--- src/hw/rtl/salr_pkg.sv ---
package salr_pkg;

   localparam int DEF_NUM_SETS   = 2048;
   localparam int DEF_NUM_WAYS   = 16;
   localparam int DEF_REUSE_BITS = 8;

   localparam int SET_IDX_W = 11;
   localparam int WAY_IDX_W = 4;

   localparam logic CMD_VICTIM = 1'b0;
   localparam logic CMD_UPDATE = 1'b1;

   typedef struct packed {
      logic                 is_update;
      logic                 was_hit;
      logic [WAY_IDX_W-1:0] way;
   } salr_op_type;

endpackage

--- src/hw/rtl/salr_row_logic.sv ---
module salr_row_logic #(
   parameter int NUM_WAYS   = salr_pkg::DEF_NUM_WAYS,
   parameter int REUSE_BITS = salr_pkg::DEF_REUSE_BITS
) (
   input  logic [NUM_WAYS*($clog2(NUM_WAYS)+REUSE_BITS)-1:0] row_rd,
   input  salr_pkg::salr_op_type                             op,
   output logic [NUM_WAYS*($clog2(NUM_WAYS)+REUSE_BITS)-1:0] row_wr,
   output logic                                              upd_ok,
   output logic [salr_pkg::WAY_IDX_W-1:0]                    victim
);
   import salr_pkg::*;

   localparam int PW = $clog2(NUM_WAYS);

   logic [NUM_WAYS-1:0][PW-1:0]         pos, pos_new;
   logic [NUM_WAYS-1:0][REUSE_BITS-1:0] cnt, cnt_new;
   logic [PW-1:0]                       wsel, own;

   assign pos = row_rd[NUM_WAYS*PW-1:0];
   assign cnt = row_rd[NUM_WAYS*(PW+REUSE_BITS)-1:NUM_WAYS*PW];

   // positions always form a permutation, so exactly one way sits at the
   // oldest position and no reuse tie-break is needed
   always_comb begin
      victim = '0;
      for (int w = 0; w < NUM_WAYS; w++) begin
         if (pos[w] == PW'(NUM_WAYS - 1)) begin
            victim = WAY_IDX_W'(w);
         end
      end
   end

   always_comb begin
      upd_ok = (32'(op.way) < NUM_WAYS);
      wsel   = PW'(op.way);
      own    = pos[wsel];
      for (int w = 0; w < NUM_WAYS; w++) begin
         if (PW'(w) == wsel) begin
            pos_new[w] = '0;
            if (!op.was_hit) begin
               cnt_new[w] = '0;
            end else if (cnt[w] == {REUSE_BITS{1'b1}}) begin
               cnt_new[w] = cnt[w];
            end else begin
               cnt_new[w] = cnt[w] + 1'b1;
            end
         end else begin
            pos_new[w] = (pos[w] < own) ? pos[w] + 1'b1 : pos[w];
            cnt_new[w] = cnt[w];
         end
      end
      row_wr = {cnt_new, pos_new};
   end

endmodule

--- config.mk ---
export PLATFORM = sky130hd
export DESIGN_NAME = salr_row_logic
export DESIGN_NICKNAME = d
export VERILOG_FILES = /design/src/hw/rtl/salr_pkg.sv /design/src/hw/rtl/salr_row_logic.sv
export SDC_FILE = /design/constraint.sdc
export NUM_CORES = 1
export LEC_CHECK = 0
export BUFFER_PORTS_ARGS = -buffer_cell sky130_fd_sc_hd__buf_2
export CAP_MARGIN = 20
export CORE_AREA = 2 2 154 156
export DETAILED_ROUTE_END_ITERATION = 10
export DIE_AREA = 0 0 156 158
export MAX_ROUTING_LAYER = met4
export SYNTH_ARGS = -nofsm -noshare
export SYNTH_HDL_FRONTEND = slang
export SYNTH_SLANG_ARGS = --single-unit
export TNS_END_PERCENT = 30
--- constraint.sdc ---
create_clock -name vclk -period 6.9
set_input_delay 0.69 -clock vclk [all_inputs]
set_output_delay 0.69 -clock vclk [all_outputs]
set_load 0.03 [all_outputs]
==> out/qor.txt <==
WORST HOLD PATH
------------------------------------------------------------------------------------
Worst Hold Path Cells                                                              4
Class of the worst hold path                                            primary input to primary output

POWER AND IR DROP
------------------------------------------------------------------------------------
Power per unit of standard cell area                                     109 nW/um^2
Total leakage power                                                          4.69 nW
Max rail drop VDD                                                        0.0000759 V

WORST SETUP PATH
------------------------------------------------------------------------------------
CP Launch Type                                                          primary input
Longest individual stage delay on the worst path                             0.61 ns
Worst path cell trace                                                   buf_2 > mux4_2 > mux4_2 > inv_1 > ha_1 > a21oi_1 > a21oi_1 > nor2_1 > nand2_1 > nor3_1 > buf_2
Slowest-stage cell, CP                                                  sky130_fd_sc_hd__mux4_2
Crit path max fanout                                                              23
Category of the most critical setup path                                primary input to primary output
Critical path required time                                                  6.21 ns
Worst Setup End Kind                                                    primary output
Arr. time, crit path                                                         4.53 ns

STA
------------------------------------------------------------------------------------
Setup repair after global routing missed its margin                               no
Count of endpoints failing hold in the final timing report                         0
Final setup violation count                                                        0
Setup TNS                                                                       0 ns
Slew margin rel.                                                               26.3%
Total count of max-transition violations in the final report                       0
Min Tclk post-route                                                          5.23 ns
Worst Setup Slack, final                                                     1.68 ns
Top achievable clock speed                                                 0.191 GHz
Crit share post-route                                                          75.7%
Transition time of the tightest slew-check pin                               1.10 ns

GLOBAL ROUTE
------------------------------------------------------------------------------------
Via count of the first global-routing pass                                     10100
Maximum number of pins on one net before global-route repair                      77
Initial antenna violation count                                                    2
Congestion Overflow GR                                                             0
First-pass GRT wire length                                                  53200 um
GR Util All Layers                                                             27.3%

JOB
------------------------------------------------------------------------------------
Number of maximum-capacitance violations                                           0

CLOCK NETWORK
------------------------------------------------------------------------------------
Number of instances resized during post-cts repair                                 0
Number of setup buffers added after CTS                                            0
Post-CTS Hold Buffers                                                              0

FLOORPLAN
------------------------------------------------------------------------------------
DIE HEIGHT                                                                    158 um
Total Die Area                                                           24600 sq um
Core Footprint                                                           23100 sq um
Number of ports placed on the die boundary                                       395
Floorplan row count                                                               56
Chip Width                                                                    156 um
Effective utilization at floorplan                                             34.4%

DETAILED ROUTING
------------------------------------------------------------------------------------
Antenna viol nets, final                                                           0
Detail-routed net length per standard cell                                   18.7 um
WL final                                                                    35800 um
Mean number of vias per cell                                                    6.03
First-pass iteration count of the detailed router                                  5
Initial detailed-routing violation count                                        1106
Number of DRC violations after detailed routing                                    0
Vias after detailed routing                                                    11600

PLACE
------------------------------------------------------------------------------------
Post-place instance area                                                 10100 sq um
Post-Place Cells                                                                1914
Weighted congestion at the end of routability-driven global placement          0.967
Quantity of I/O buffers inserted on ports                                        393
DP Worst Slack                                                               1.67 ns
Post-DP HPWL                                                                29300 um

SYNTH
------------------------------------------------------------------------------------
Count of yosys warnings during synthesis                                           0
Main combinational cell family by area after synthesis                  compound AO/OA/AOI/OAI gates
Number of unique standard cell types used by synthesis                            49
Post-synthesis adder-cell area fraction                                        12.6%
Post-synthesis cell count                                                       1275
Post-synthesis simple-gate area fraction                                       35.3%
Total standard cell area after synthesis                                  7930 sq um
Mux share of post-synthesis cell area                                          9.01%
Share of the yosys chip area belonging to registers                               0%
Area share of xor/xnor cells in the synthesized design                         1.77%
Complex-gate fraction of the synthesized area                                  36.3%
Avg Cell Area, Syn                                                        6.22 sq um
Post-synthesis net count                                                        1553

FINISH
------------------------------------------------------------------------------------
Seq_cells                                                                          0
Ratio of cells with drive above 1 in the final layout                          27.5%
Number of clock buffers in the layout                                              0
Synthesis-to-finish area growth                                                27.0%
Final std cells w/o fill                                                        1917
Layout net count                                                                1904
Design area                                                              10100 sq um
Sequential standard cell area                                                0 sq um

OUTCOME
------------------------------------------------------------------------------------
Status                                                                     completed

Yosys cell counts (2+ instances only):
cell	instances	area share [%]
sky130_fd_sc_hd__nor4_1	17	1.3
sky130_fd_sc_hd__nand3_1	114	7.2
sky130_fd_sc_hd__nor2b_1	5	0.39
sky130_fd_sc_hd__and3_1	58	4.6
sky130_fd_sc_hd__nand2b_1	31	2.4
sky130_fd_sc_hd__a2bb2oi_1	5	0.55
sky130_fd_sc_hd__a31o_2	3	0.33
sky130_fd_sc_hd__ha_1	80	13
sky130_fd_sc_hd__o31ai_1	15	1.4
sky130_fd_sc_hd__buf_2	9	0.57
sky130_fd_sc_hd__nor3_1	24	1.5
sky130_fd_sc_hd__buf_4	3	0.28
sky130_fd_sc_hd__a41oi_1	23	2.5
sky130_fd_sc_hd__a22oi_1	16	1.5
sky130_fd_sc_hd__a311oi_1	16	1.8
sky130_fd_sc_hd__o21ai_1	3	0.19
sky130_fd_sc_hd__a22o_1	12	1.3
sky130_fd_sc_hd__mux4_2	16	4.5
sky130_fd_sc_hd__o22a_1	3	0.33
sky130_fd_sc_hd__a21oi_1	154	9.7
sky130_fd_sc_hd__mux2i_1	32	4.0
sky130_fd_sc_hd__a31oi_2	15	2.4
sky130_fd_sc_hd__o21bai_1	2	0.19
sky130_fd_sc_hd__o21ai_0	114	7.2
sky130_fd_sc_hd__o22ai_1	4	0.32
sky130_fd_sc_hd__mux2_2	3	0.43
sky130_fd_sc_hd__a211oi_1	31	2.9
sky130_fd_sc_hd__o311ai_0	4	0.44
sky130_fd_sc_hd__nand4_1	29	2.3
sky130_fd_sc_hd__and2_1	5	0.39
sky130_fd_sc_hd__nand4b_1	4	0.44
sky130_fd_sc_hd__clkbuf_1	32	1.5
sky130_fd_sc_hd__nand2_1	171	8.1
sky130_fd_sc_hd__o211ai_1	18	1.7
sky130_fd_sc_hd__buf_6	8	1.1
sky130_fd_sc_hd__a31oi_1	9	0.71
sky130_fd_sc_hd__nor3_2	2	0.25
sky130_fd_sc_hd__xor2_1	16	1.8
sky130_fd_sc_hd__nor2_1	131	6.2
sky130_fd_sc_hd__inv_1	29	1.4
cells in the final DEF (no fill, tap or decap), types with 4 or more instances in the layout:
master and count:
sky130_fd_sc_hd__xor2_1 16, sky130_fd_sc_hd__a31oi_1 9, sky130_fd_sc_hd__o21ai_0 114, sky130_fd_sc_hd__o31ai_1 15, sky130_fd_sc_hd__nand3_1 114, sky130_fd_sc_hd__a22oi_1 16
sky130_fd_sc_hd__nor3_1 23, sky130_fd_sc_hd__buf_4 8, sky130_fd_sc_hd__mux4_2 16, sky130_fd_sc_hd__a41oi_1 23, sky130_fd_sc_hd__o22ai_1 4, sky130_fd_sc_hd__ha_1 80
sky130_fd_sc_hd__nor2b_1 5, sky130_fd_sc_hd__o211ai_1 18, sky130_fd_sc_hd__a211oi_1 31, sky130_fd_sc_hd__a22o_1 12, sky130_fd_sc_hd__nand2b_1 31, sky130_fd_sc_hd__a2bb2oi_1 5
sky130_fd_sc_hd__and2_1 5, sky130_fd_sc_hd__nor4_1 16, sky130_fd_sc_hd__nand4b_1 4, sky130_fd_sc_hd__a311oi_1 16, sky130_fd_sc_hd__nand4_1 29, sky130_fd_sc_hd__and3_1 58
sky130_fd_sc_hd__buf_2 393, sky130_fd_sc_hd__o311ai_0 4, sky130_fd_sc_hd__inv_1 29, sky130_fd_sc_hd__nor2_1 131, sky130_fd_sc_hd__nand2_1 171, sky130_fd_sc_hd__mux2i_1 32
sky130_fd_sc_hd__a31oi_2 15, sky130_fd_sc_hd__a21oi_1 154
cell families (layout without fill, tap and decap cells):
kind of cell | Yosys count | in the layout
buffers and inverters | 82 | 431
adders and majority gates | 80 | 80
AOI/OAI and AO/OA | 453 | 453
muxes | 51 | 51
other | 1 | 4
and+or+nand+nor | 592 | 592
xor gates and xnor gates | 16 | 16
through the flow:
step / util [%] / hold WS (ns) / power, W
after floorplan: - / 1.56 / 0.000736
final: 43.7 / 1.77 / 0.00110
after global placement: 43.6 / 1.77 / 0.00107
after global routing: 43.6 / 1.81 / 0.00119
after detailed placement: 43.6 / 1.76 / 0.00109
after CTS: 43.6 / 1.77 / 0.00109
metal layers:
metal | global-route usage [%] | share of wire (%)
met1 | 34.3 | 42
met2 | 46.4 | 47
met3 | 3.15 | 8.4
met4 | 7.38 | 3.0
met5 | - | 0
critical path, delay by kind of cell:
family,cells,cell delay (ns)
AND/OR/NAND/NOR,3,0.42
AO/OA/AOI/OAI,2,0.57
adder cells (fa/ha/maj),1,0.39
multiplexers,2,1.09
buffers and inverters,3,1.36
path summary, 6_finish.rpt:
kind | startpoint | end | slack, ns
max | op[0] | row_wr[2] | 1.68
min | row_rd[180] | row_wr[180] | 1.77
layout make-up:
class                           count  area (sq um)
Fill cell                        2567         13000
Multi-Input combinational cell   1193          7550
Tap cell                          290           363
Timing Repair Buffer              401          2030
Antenna cell                        3          7.51
Inverter                           30           113
where the power goes:
| part | internal [W] | switching, W | total [W] |
|---|---|---|---|
| registers | 0 | 0 | 0 |
| clock network | 0.0000000000582 | 0 | 0.0000000000582 |
| logic | 0.000352 | 0.000748 | 0.00110 |
| total | 0.000352 | 0.000748 | 0.00110 |
Power figures use the tool's default switching activity.
